==> src/sv/ema_pkg.sv <==
// Types, constants and helpers for the exponential moving average block.
package ema_pkg;

  localparam int SampleWidth  = 32;
  localparam int PeriodWidth  = 11;
  localparam int MaxPeriod    = 1024;
  localparam int PeriodResetN = 10;
  localparam int SumWidth     = 42;
  localparam int WeightFrac   = 24;
  localparam int WeightBits   = WeightFrac + 1;
  localparam int DivisorWidth = PeriodWidth + 1;
  localparam int DiffWidth    = SampleWidth + 1;
  localparam int DivSteps     = SumWidth;
  localparam int MulSteps     = WeightBits;
  localparam int CntWidth     = $clog2(DivSteps + 1);
  localparam int AddrWidth    = 3;
  localparam int DataWidth    = 32;

  localparam logic [PeriodWidth-1:0] PeriodReset = PeriodWidth'(PeriodResetN);
  localparam logic [WeightBits-1:0]  WeightReset =
    WeightBits'((2 ** (WeightFrac + 1)) / (PeriodResetN + 1));
  localparam logic [SumWidth-1:0]    WeightNum = SumWidth'(1) << (WeightFrac + 1);

  typedef enum logic [0:0] {
    RegPeriod = 1'b0
  } reg_idx_e;

  typedef enum logic [0:0] {
    OpDiv = 1'b0,
    OpMul = 1'b1
  } unit_op_e;

  typedef enum logic [3:0] {
    StIdle   = 4'b0001,
    StWeight = 4'b0010,
    StMean   = 4'b0100,
    StUpdate = 4'b1000
  } state_e;

  typedef struct packed {
    logic     start;
    unit_op_e op;
  } unit_ctrl_t;

  typedef struct packed {
    logic busy;
    logic done;
  } unit_stat_t;

  // Clamp the period register into the usable range.
  function automatic logic [PeriodWidth-1:0] eff_period(input logic [PeriodWidth-1:0] p);
    logic [PeriodWidth-1:0] e;
    e = p;
    if (p == '0) begin
      e = PeriodWidth'(1);
    end else if (p > PeriodWidth'(MaxPeriod)) begin
      e = PeriodWidth'(MaxPeriod);
    end
    return e;
  endfunction

endpackage

==> src/sv/ema_if.sv <==
// Stream interfaces for the sample input and the average output.
interface ema_in_if;
  logic                                     valid;
  logic                                     ready;
  logic signed [ema_pkg::SampleWidth-1:0]   sample;
  logic                                     missing;

  modport source (output valid, output sample, output missing, input ready);
  modport sink   (input valid, input sample, input missing, output ready);
endinterface

interface ema_out_if;
  logic                                     valid;
  logic                                     ready;
  logic signed [ema_pkg::SampleWidth-1:0]   average;
  logic                                     valid_res;

  modport source (output valid, output average, output valid_res, input ready);
  modport sink   (input valid, input average, input valid_res, output ready);
endinterface

==> src/sv/exponential_moving_average.sv <==
// Skipped, poisoned or mid-seed samples are answered from the output register in the
// next cycle; the seed-completing sample goes through StMean, each later one through
// StUpdate, before the output register. One sample at a time uses the shared bit-serial unit
// (42 divide steps for the seed mean, 25 multiply steps per update).
// A period write recomputes the weight on that unit, with input held off meanwhile.
// Reset (async, active low): period 10, weight preset, stream state cleared, ready at once.
module exponential_moving_average (
  input  logic                              clk_i,
  input  logic                              rst_ni,
  ema_in_if.sink                            in_if,
  ema_out_if.source                         out_if,
  input  logic                              psel,
  input  logic                              penable,
  input  logic                              pwrite,
  input  logic [ema_pkg::AddrWidth-1:0]     paddr,
  input  logic [ema_pkg::DataWidth-1:0]     pwdata,
  output logic [ema_pkg::DataWidth-1:0]     prdata,
  output logic                              pready
);

  localparam int SW = ema_pkg::SampleWidth;

  ema_pkg::state_e                          state_q, state_d;
  logic [ema_pkg::PeriodWidth-1:0]          period_q, period_d;
  logic [ema_pkg::WeightBits-1:0]           weight_q, weight_d;
  logic [ema_pkg::PeriodWidth-1:0]          seed_cnt_q, seed_cnt_d;
  logic signed [ema_pkg::SumWidth-1:0]      seed_sum_q, seed_sum_d;
  logic signed [SW-1:0]                     avg_q, avg_d;
  logic                                     started_q, started_d;
  logic                                     poisoned_q, poisoned_d;
  logic                                     neg_q, neg_d;
  logic                                     out_vld_q, out_vld_d;
  logic signed [SW-1:0]                     out_avg_q, out_avg_d;
  logic                                     out_res_q, out_res_d;

  ema_pkg::unit_ctrl_t                      ctrl;
  ema_pkg::unit_stat_t                      stat;
  logic [ema_pkg::SumWidth-1:0]             dividend, result;
  logic [ema_pkg::DivisorWidth-1:0]         divisor;
  logic signed [ema_pkg::DiffWidth-1:0]     diff;

  logic                                     cfg_wr, in_ready, acc, seed_done;
  logic [ema_pkg::PeriodWidth-1:0]          cnt_nxt, eff, eff_new;
  logic signed [ema_pkg::SumWidth-1:0]      sum_nxt;
  logic [ema_pkg::SumWidth-1:0]             sum_mag;
  logic [SW-1:0]                            mean_mag;
  logic signed [SW+2:0]                     upd_sum;

  assign pready = 1'b1;
  assign cfg_wr = psel && penable && pwrite &&
                  (ema_pkg::reg_idx_e'(paddr[ema_pkg::AddrWidth-1]) == ema_pkg::RegPeriod);
  assign prdata = (ema_pkg::reg_idx_e'(paddr[ema_pkg::AddrWidth-1]) == ema_pkg::RegPeriod)
                ? {{(ema_pkg::DataWidth-ema_pkg::PeriodWidth){1'b0}}, period_q} : '0;

  // Take a new transaction only when idle and the output register is free or draining.
  assign in_ready = (state_q == ema_pkg::StIdle) && (!out_vld_q || out_if.ready);
  assign acc      = in_if.valid && in_ready;
  assign in_if.ready = in_ready;

  assign out_if.valid     = out_vld_q;
  assign out_if.average   = out_avg_q;
  assign out_if.valid_res = out_res_q;

  always_comb begin
    eff       = ema_pkg::eff_period(period_q);
    eff_new   = ema_pkg::eff_period(pwdata[ema_pkg::PeriodWidth-1:0]);
    sum_nxt   = seed_sum_q +
                {{(ema_pkg::SumWidth-SW){in_if.sample[SW-1]}}, in_if.sample};
    cnt_nxt   = seed_cnt_q + ema_pkg::PeriodWidth'(1);
    seed_done = (cnt_nxt == '0) || (cnt_nxt >= eff);
    sum_mag   = sum_nxt[ema_pkg::SumWidth-1] ? -sum_nxt : sum_nxt;
    diff      = {in_if.sample[SW-1], in_if.sample} - {avg_q[SW-1], avg_q};
    mean_mag  = result[SW-1:0];
    upd_sum   = {{3{avg_q[SW-1]}}, avg_q} +
                {result[ema_pkg::DiffWidth], result[ema_pkg::DiffWidth:0]};

    dividend  = cfg_wr ? ema_pkg::WeightNum : sum_mag;
    divisor   = cfg_wr ? ({1'b0, eff_new} + ema_pkg::DivisorWidth'(1))
              : ((cnt_nxt == '0) ? ema_pkg::DivisorWidth'(1 << ema_pkg::PeriodWidth)
                                 : {1'b0, cnt_nxt});

    ctrl.start = 1'b0;
    ctrl.op    = ema_pkg::OpDiv;

    state_d    = state_q;
    period_d   = period_q;
    weight_d   = weight_q;
    seed_cnt_d = seed_cnt_q;
    seed_sum_d = seed_sum_q;
    avg_d      = avg_q;
    started_d  = started_q;
    poisoned_d = poisoned_q;
    neg_d      = neg_q;
    out_vld_d  = out_vld_q && !out_if.ready;
    out_avg_d  = out_avg_q;
    out_res_d  = out_res_q;

    if (cfg_wr) begin
      period_d   = pwdata[ema_pkg::PeriodWidth-1:0];
      ctrl.start = 1'b1;
      state_d    = ema_pkg::StWeight;
    end

    unique case (state_q)
      ema_pkg::StIdle: begin
        if (acc) begin
          priority if (poisoned_q) begin
            out_vld_d = 1'b1;
            out_avg_d = '0;
            out_res_d = 1'b0;
          end else if (in_if.missing) begin
            if (seed_cnt_q != '0 || started_q) begin
              poisoned_d = 1'b1;
            end
            out_vld_d = 1'b1;
            out_avg_d = '0;
            out_res_d = 1'b0;
          end else if (!started_q) begin
            seed_sum_d = sum_nxt;
            seed_cnt_d = cnt_nxt;
            if (seed_done) begin
              neg_d      = sum_nxt[ema_pkg::SumWidth-1];
              ctrl.start = 1'b1;
              ctrl.op    = ema_pkg::OpDiv;
              state_d    = ema_pkg::StMean;
            end else begin
              out_vld_d = 1'b1;
              out_avg_d = '0;
              out_res_d = 1'b0;
            end
          end else begin
            ctrl.start = 1'b1;
            ctrl.op    = ema_pkg::OpMul;
            state_d    = ema_pkg::StUpdate;
          end
        end
      end
      ema_pkg::StWeight: begin
        if (stat.done) begin
          weight_d = result[ema_pkg::WeightBits-1:0];
          state_d  = ema_pkg::StIdle;
        end
      end
      ema_pkg::StMean: begin
        if (stat.done) begin
          // Divide ran on the magnitude; restore the sign (truncation toward zero).
          avg_d     = neg_q ? -$signed(mean_mag) : $signed(mean_mag);
          started_d = 1'b1;
          out_vld_d = 1'b1;
          out_avg_d = avg_d;
          out_res_d = 1'b1;
          state_d   = ema_pkg::StIdle;
        end
      end
      ema_pkg::StUpdate: begin
        if (stat.done) begin
          // Saturate as a safeguard; the weight keeps the sum in range.
          if (upd_sum[SW+2:SW-1] == '0 || upd_sum[SW+2:SW-1] == '1) begin
            avg_d = upd_sum[SW-1:0];
          end else if (upd_sum[SW+2]) begin
            avg_d = {1'b1, {(SW-1){1'b0}}};
          end else begin
            avg_d = {1'b0, {(SW-1){1'b1}}};
          end
          out_vld_d = 1'b1;
          out_avg_d = avg_d;
          out_res_d = 1'b1;
          state_d   = ema_pkg::StIdle;
        end
      end
      default: state_d = ema_pkg::StIdle;
    endcase
  end

  always_ff @(posedge clk_i or negedge rst_ni) begin
    if (!rst_ni) begin
      state_q    <= ema_pkg::StIdle;
      period_q   <= ema_pkg::PeriodReset;
      weight_q   <= ema_pkg::WeightReset;
      seed_cnt_q <= '0;
      seed_sum_q <= '0;
      avg_q      <= '0;
      started_q  <= 1'b0;
      poisoned_q <= 1'b0;
      out_vld_q  <= 1'b0;
    end else begin
      state_q    <= state_d;
      period_q   <= period_d;
      weight_q   <= weight_d;
      seed_cnt_q <= seed_cnt_d;
      seed_sum_q <= seed_sum_d;
      avg_q      <= avg_d;
      started_q  <= started_d;
      poisoned_q <= poisoned_d;
      out_vld_q  <= out_vld_d;
    end
  end

  always_ff @(posedge clk_i) begin
    neg_q     <= neg_d;
    out_avg_q <= out_avg_d;
    out_res_q <= out_res_d;
  end

  ema_serial_unit u_unit (
    .clk_i      (clk_i),
    .rst_ni     (rst_ni),
    .ctrl_i     (ctrl),
    .dividend_i (dividend),
    .divisor_i  (divisor),
    .mcand_i    (diff),
    .mplier_i   (weight_q),
    .stat_o     (stat),
    .result_o   (result)
  );

endmodule

==> src/sv/ema_serial_unit.sv <==
// Shared bit-serial unit: restoring divider and shift-add multiplier.
module ema_serial_unit (
  input  logic                                  clk_i,
  input  logic                                  rst_ni,
  input  ema_pkg::unit_ctrl_t                   ctrl_i,
  input  logic [ema_pkg::SumWidth-1:0]          dividend_i,
  input  logic [ema_pkg::DivisorWidth-1:0]      divisor_i,
  input  logic signed [ema_pkg::DiffWidth-1:0]  mcand_i,
  input  logic [ema_pkg::WeightBits-1:0]        mplier_i,
  output ema_pkg::unit_stat_t                   stat_o,
  output logic [ema_pkg::SumWidth-1:0]          result_o
);

  logic                                  busy_q, done_q;
  logic [ema_pkg::CntWidth-1:0]          cnt_q;
  ema_pkg::unit_op_e                     op_q;
  logic [ema_pkg::SumWidth-1:0]          quo_q;
  logic [ema_pkg::DivisorWidth-1:0]      rem_q, dvs_q;
  logic signed [ema_pkg::DiffWidth-1:0]  hi_q, mc_q;
  logic [ema_pkg::WeightBits-1:0]        lo_q;

  logic [ema_pkg::DivisorWidth:0]        r_sh, r_sub;
  logic                                  fits;
  logic signed [ema_pkg::DiffWidth:0]    msum;

  always_comb begin
    r_sh  = {rem_q, quo_q[ema_pkg::SumWidth-1]};
    fits  = r_sh >= {1'b0, dvs_q};
    r_sub = r_sh - {1'b0, dvs_q};
    // Add the multiplicand when the current multiplier bit is set.
    msum  = {hi_q[ema_pkg::DiffWidth-1], hi_q} +
            (lo_q[0] ? {mc_q[ema_pkg::DiffWidth-1], mc_q} : '0);
  end

  always_ff @(posedge clk_i or negedge rst_ni) begin
    if (!rst_ni) begin
      busy_q <= 1'b0;
      done_q <= 1'b0;
      cnt_q  <= '0;
    end else if (ctrl_i.start) begin
      busy_q <= 1'b1;
      done_q <= 1'b0;
      cnt_q  <= (ctrl_i.op == ema_pkg::OpDiv) ? ema_pkg::CntWidth'(ema_pkg::DivSteps)
                                              : ema_pkg::CntWidth'(ema_pkg::MulSteps);
    end else if (busy_q) begin
      cnt_q <= cnt_q - ema_pkg::CntWidth'(1);
      if (cnt_q == ema_pkg::CntWidth'(1)) begin
        busy_q <= 1'b0;
        done_q <= 1'b1;
      end
    end else begin
      done_q <= 1'b0;
    end
  end

  always_ff @(posedge clk_i) begin
    if (ctrl_i.start) begin
      op_q  <= ctrl_i.op;
      quo_q <= dividend_i;
      rem_q <= '0;
      dvs_q <= divisor_i;
      hi_q  <= '0;
      lo_q  <= mplier_i;
      mc_q  <= mcand_i;
    end else if (busy_q) begin
      unique case (op_q)
        ema_pkg::OpDiv: begin
          rem_q <= fits ? r_sub[ema_pkg::DivisorWidth-1:0] : r_sh[ema_pkg::DivisorWidth-1:0];
          quo_q <= {quo_q[ema_pkg::SumWidth-2:0], fits};
        end
        ema_pkg::OpMul: begin
          // Shift the partial product right, low bits retire into lo_q.
          hi_q <= msum[ema_pkg::DiffWidth:1];
          lo_q <= {msum[0], lo_q[ema_pkg::WeightBits-1:1]};
        end
        default: ;
      endcase
    end
  end

  assign stat_o.busy = busy_q;
  assign stat_o.done = done_q;
  // Quotient for a divide; for a multiply, the product shifted right by the weight fraction, floor rounding.
  assign result_o = (op_q == ema_pkg::OpDiv) ? quo_q :
    {{(ema_pkg::SumWidth-ema_pkg::DiffWidth-1){hi_q[ema_pkg::DiffWidth-1]}},
     hi_q, lo_q[ema_pkg::WeightBits-1]};

endmodule

==> src/flat_wrapper.sv <==
// flat-port wrapper written by rule: the top's interface ports become plain ports
module exponential_moving_average_flat 
  (clk_i, rst_ni, psel, penable, pwrite, paddr, pwdata, prdata, pready, in_if_valid, in_if_sample, in_if_missing, in_if_ready, out_if_valid, out_if_average, out_if_valid_res, out_if_ready);
  ema_in_if in_if_i ();
  ema_out_if out_if_i ();
  input  logic clk_i;
  input  logic rst_ni;
  input  logic psel;
  input  logic penable;
  input  logic pwrite;
  input  logic [ema_pkg::AddrWidth-1:0] paddr;
  input  logic [ema_pkg::DataWidth-1:0] pwdata;
  output logic [ema_pkg::DataWidth-1:0] prdata;
  output logic pready;
  input wire logic [$bits(in_if_i.valid)-1:0] in_if_valid;
  input wire logic [$bits(in_if_i.sample)-1:0] in_if_sample;
  input wire logic [$bits(in_if_i.missing)-1:0] in_if_missing;
  output wire logic [$bits(in_if_i.ready)-1:0] in_if_ready;
  output wire logic [$bits(out_if_i.valid)-1:0] out_if_valid;
  output wire logic [$bits(out_if_i.average)-1:0] out_if_average;
  output wire logic [$bits(out_if_i.valid_res)-1:0] out_if_valid_res;
  input wire logic [$bits(out_if_i.ready)-1:0] out_if_ready;
  assign in_if_i.valid = in_if_valid;
  assign in_if_i.sample = in_if_sample;
  assign in_if_i.missing = in_if_missing;
  assign in_if_ready = in_if_i.ready;
  assign out_if_valid = out_if_i.valid;
  assign out_if_average = out_if_i.average;
  assign out_if_valid_res = out_if_i.valid_res;
  assign out_if_i.ready = out_if_ready;
  exponential_moving_average u_core (.clk_i(clk_i), .rst_ni(rst_ni), .in_if(in_if_i), .out_if(out_if_i), .psel(psel), .penable(penable), .pwrite(pwrite), .paddr(paddr), .pwdata(pwdata), .prdata(prdata), .pready(pready));
endmodule
==> config.mk <==
export PLATFORM = sky130hd
export DESIGN_NAME = exponential_moving_average_flat
export DESIGN_NICKNAME = d
export VERILOG_FILES = /design/src/sv/ema_pkg.sv /design/src/sv/ema_if.sv /design/src/sv/exponential_moving_average.sv /design/src/sv/ema_serial_unit.sv /design/src/flat_wrapper.sv
export SDC_FILE = /design/constraint.sdc
export NUM_CORES = 1
export LEC_CHECK = 0
export BUFFER_PORTS_ARGS = -buffer_cell sky130_fd_sc_hd__buf_2
export CAP_MARGIN = 20
export CORE_MARGIN = 1.5
export CORE_UTILIZATION = 40
export DETAILED_ROUTE_END_ITERATION = 16
export PLACE_DENSITY_LB_ADDON = 0.08
export SKIP_LAST_GASP = 1
export SYNTH_ARGS = -nofsm -noshare
export SYNTH_HDL_FRONTEND = slang
export SYNTH_SLANG_ARGS = --single-unit
==> constraint.sdc <==
create_clock -name clk_i -period 15.3 [get_ports clk_i]
set_input_delay 3.06 -clock clk_i [delete_from_list [all_inputs] [get_ports clk_i]]
set_output_delay 3.06 -clock clk_i [all_outputs]
set_load 0.03 [all_outputs]
==> impl_metrics.yaml <==
logic_synthesis:
  synth_common_cells: "nand2_1 (415), o21ai_0 (235), a21oi_1 (209)"
  seq_area_frac_synth: 0.358
  synth_most_common_cell: "nand2_1"
  synth_largest_area_cell: "edfxtp_1"
  synth-warning-count: 0
  synth-edff-count: 147
  synthArstFlopShare: 0.415
  synth_area_mm2: 0.0244
  synthFlopType: "edfxtp_1"
  synth_top_area_share: 0.181
  ys_ff_latch: 328
  post_synth_main_area_contributors: "edfxtp_1 (18%), dfrtp_1 (13%), ha_1 (8.7%)"
  syn_inst: 2843
  ys_types: 104
  syn_avg_cell_area_um2: 8.58
power_and_ir_drop:
  p_per_area_mw_per_mm2: 172
  power.total_w: 0.00461
  ir_worst_vdd_mv: 0.0877
  p_leak_nw: 12.0
drt:
  routedWlPerCell_um: 19.7
  drt_first_pass_iters: 5
  drtIter0Drc: 1214
  drc_errors: 0
  routed_wl_um: 73000
  via_per_inst: 5.56
  ant_nets: 0
  vias: 20600
global_route:
  overflow: 0
  track_usage: 0.232
  grt_pass1_vias: 19600
  antenna_found_initial: 0
  grt_pass1_wl_um: 113000
  grt_max_degree: 82
setup_path:
  crit_type: "in -> reg"
  cp_cell_sequence: "buf_2 -> ha_1 -> inv_1 -> fa_1 -> nor2b_1 -> o31ai_1 -> a211oi_2 -> o2111ai_1 -> a2111oi_0 -> or3_1 -> nand3b_1 -> a2111oi_4 -> a31oi_1 -> xnor2_1 -> a22o_1"
  cp_max_fo: 5
  path_depth: 15
  start_kind: "input port"
  crit_family: "compound AO/OA/AOI/OAI gates"
  cp-end-kind: "register"
  crit_slowest_cell: "a2111oi_0"
  cp.buffers_inverters: 2
  crit_arrival_ns: 7.17
  critPathRequiredTime_ns: 15.63
  worst_r2r_path_depth: 15
  slowest_delay_ns: 0.89
die:
  io-pin-count: 143
  start_util: 0.405
  die-area_mm2: 0.0624
  dieHeight_um: 250
  rows: 90
  die_x_um: 250
  core-area_mm2: 0.0602
flow_run:
  drv_cap: 0
layout:
  nNetsFinal: 3142
  ff_latch_area_mm2: 0.00874
  fill_cells: 5980
  drive_gt1_frac: 0.0923
  utilization: 0.446
  areaGrowthSynthToFinish_pct: 10.1
  multiInputGateArea_mm2: 0.0146
run_status:
  status: "finished, final reports clean"
sta:
  timing.setup.tns_ns: 0
  hold-worst-slack_ns: 0.453
  fmax_mhz: 146
  hold_viol_final: 0
  grt_setup_unrepaired: "false"
  worst_pin_slew_ns: 1.26
  setup_viol: 0
  post-route-period-util: 0.447
  finalMaxSlewViolations: 0
  max_slew_margin: 0.163
  period_minus_slack_ns: 6.84
  skew_ns: 0.0242
clock_tree:
  path_clk_slew_ns: 0.06
  htree_num_levels: 2
  cts_sinks: 328
  cts.path.max_buffers: 3
  cts_hold_buf: 0
  clock_latency_ns: 0.58
  postCtsSetupRepairBufs: 0
  postCtsResizedCells: 0
  root_buffer: "clkbuf_16"
  cts_buffers: 41
  tritoncts: "built"
worst_hold_path:
  holdPathStages: 2
  hold_class: "reg -> reg"
placement:
  gp_congestion: 0.931
  port_buffers: 97
  dp_hpwl_um: 55500
-- worst paths after layout --
kind                                                      start                                   end  slack [ns]
setup / recovery                                in_if_sample[0]     u_core.u_unit.quo_q[39]$_DFFE_PP_        8.46
hold / removal             u_core.u_unit.rem_q[11]$_SDFFE_PN0P_  u_core.u_unit.rem_q[11]$_SDFFE_PN0P_        0.45
setup reg to reg                   u_core.u_unit.op_q$_DFFE_PN_   u_core.out_if.average[16]$_DFFE_PP_        9.67
hold reg to reg            u_core.u_unit.rem_q[11]$_SDFFE_PN0P_  u_core.u_unit.rem_q[11]$_SDFFE_PN0P_        0.45
max in group asynchronous                                rst_ni     u_core.seed_sum_q[17]$_DFFE_PN0P_       11.40
min in group asynchronous                                rst_ni    u_core.u_unit.cnt_q[4]$_DFFE_PN0P_        2.59
-- routing by layer --
metal / up-vias / track usage / routed length, um
met5: - / 0 / 0
met4: 0 / 0.0563 / 1490
met3: 80 / 0.0260 / 3590
met2: 491 / 0.359 / 31600
met1: 9803 / 0.342 / 36300
li1: 10200 / - / -
-- area by class of cell --
type,count,area share
Antenna cell,1,0.0000932
Timing Repair Buffer,123,0.0256
Multi-Input combinational cell,2262,0.545
Clock buffer,57,0.0416
Inverter,136,0.0191
Clock inverter,18,0.00662
Tap cell,782,0.0364
Sequential cell,328,0.325
-- cell usage in the layout (no fill, tap or decap), drive strengths merged, types with 25 or more instances in the layout --
cell / Yosys / routed
inv: 136 / 138
dfrtp: 122 / 122
o21ai: 252 / 252
nand3: 60 / 60
a21oi: 211 / 211
and3: 33 / 33
o21a: 25 / 25
nor3: 50 / 50
nand2: 415 / 415
nand2b: 29 / 29
a21o: 87 / 87
a31oi: 27 / 27
nor2: 191 / 191
xnor2: 140 / 140
xor2: 67 / 67
ha: 170 / 170
dfxtp: 45 / 45
nor2b: 39 / 39
clkbuf: 89 / 57
edfxtp: 147 / 147
mux2i: 47 / 47
buf: 48 / 123
and2: 60 / 60
-- tightest hold or removal path, stage by stage (launching register included) --
cell,delay (ns)
dfxtp_1,0.31
nand2_1,0.05
a21oi_1,0.05
-- cell families after synthesis --
| family | share of synthesized area |
|---|---|
| mux | 0.0262 |
| simple gates | 0.193 |
| compound gates | 0.209 |
| fa+ha+maj | 0.0913 |
| flops | 0.358 |
| xor+xnor | 0.0747 |
| buf+inv | 0.0469 |
| other cells | 0.000308 |
-- stage by stage --
| step | cells | worst slack [ns] | area [um2] |
|---|---|---|---|
| after floorplan | 2863 | 8.54 | 24500 |
| after global placement | 3631 | 7.93 | 25500 |
| after global routing | 3706 | 8.22 | 26800 |
| after detailed placement | 3631 | 7.89 | 25500 |
| after CTS | 3706 | 8.49 | 26800 |
| final | 3707 | 8.46 | 26800 |
-- power breakdown --
| part | internal, W | switching, W | leakage, nW |
|---|---|---|---|
| combinational | 0.000908 | 0.00143 | 7.78 |
| sequential | 0.00115 | 0.000162 | 3.54 |
| clock | 0.000562 | 0.000404 | 0.640 |
-- flip-flops by register name, summed over array words and instances, names as in the netlist, 25 cells and up --
register,count
u_core.avg_q,32
u_core.u_unit.hi_q,33
u_core.seed_sum_q,42
u_core.weight_q,25
u_core.u_unit.lo_q,25
u_core.out_if.average,32
u_core.u_unit.quo_q,42
u_core.u_unit.mc_q,33
(Power assumes the default switching activity.)
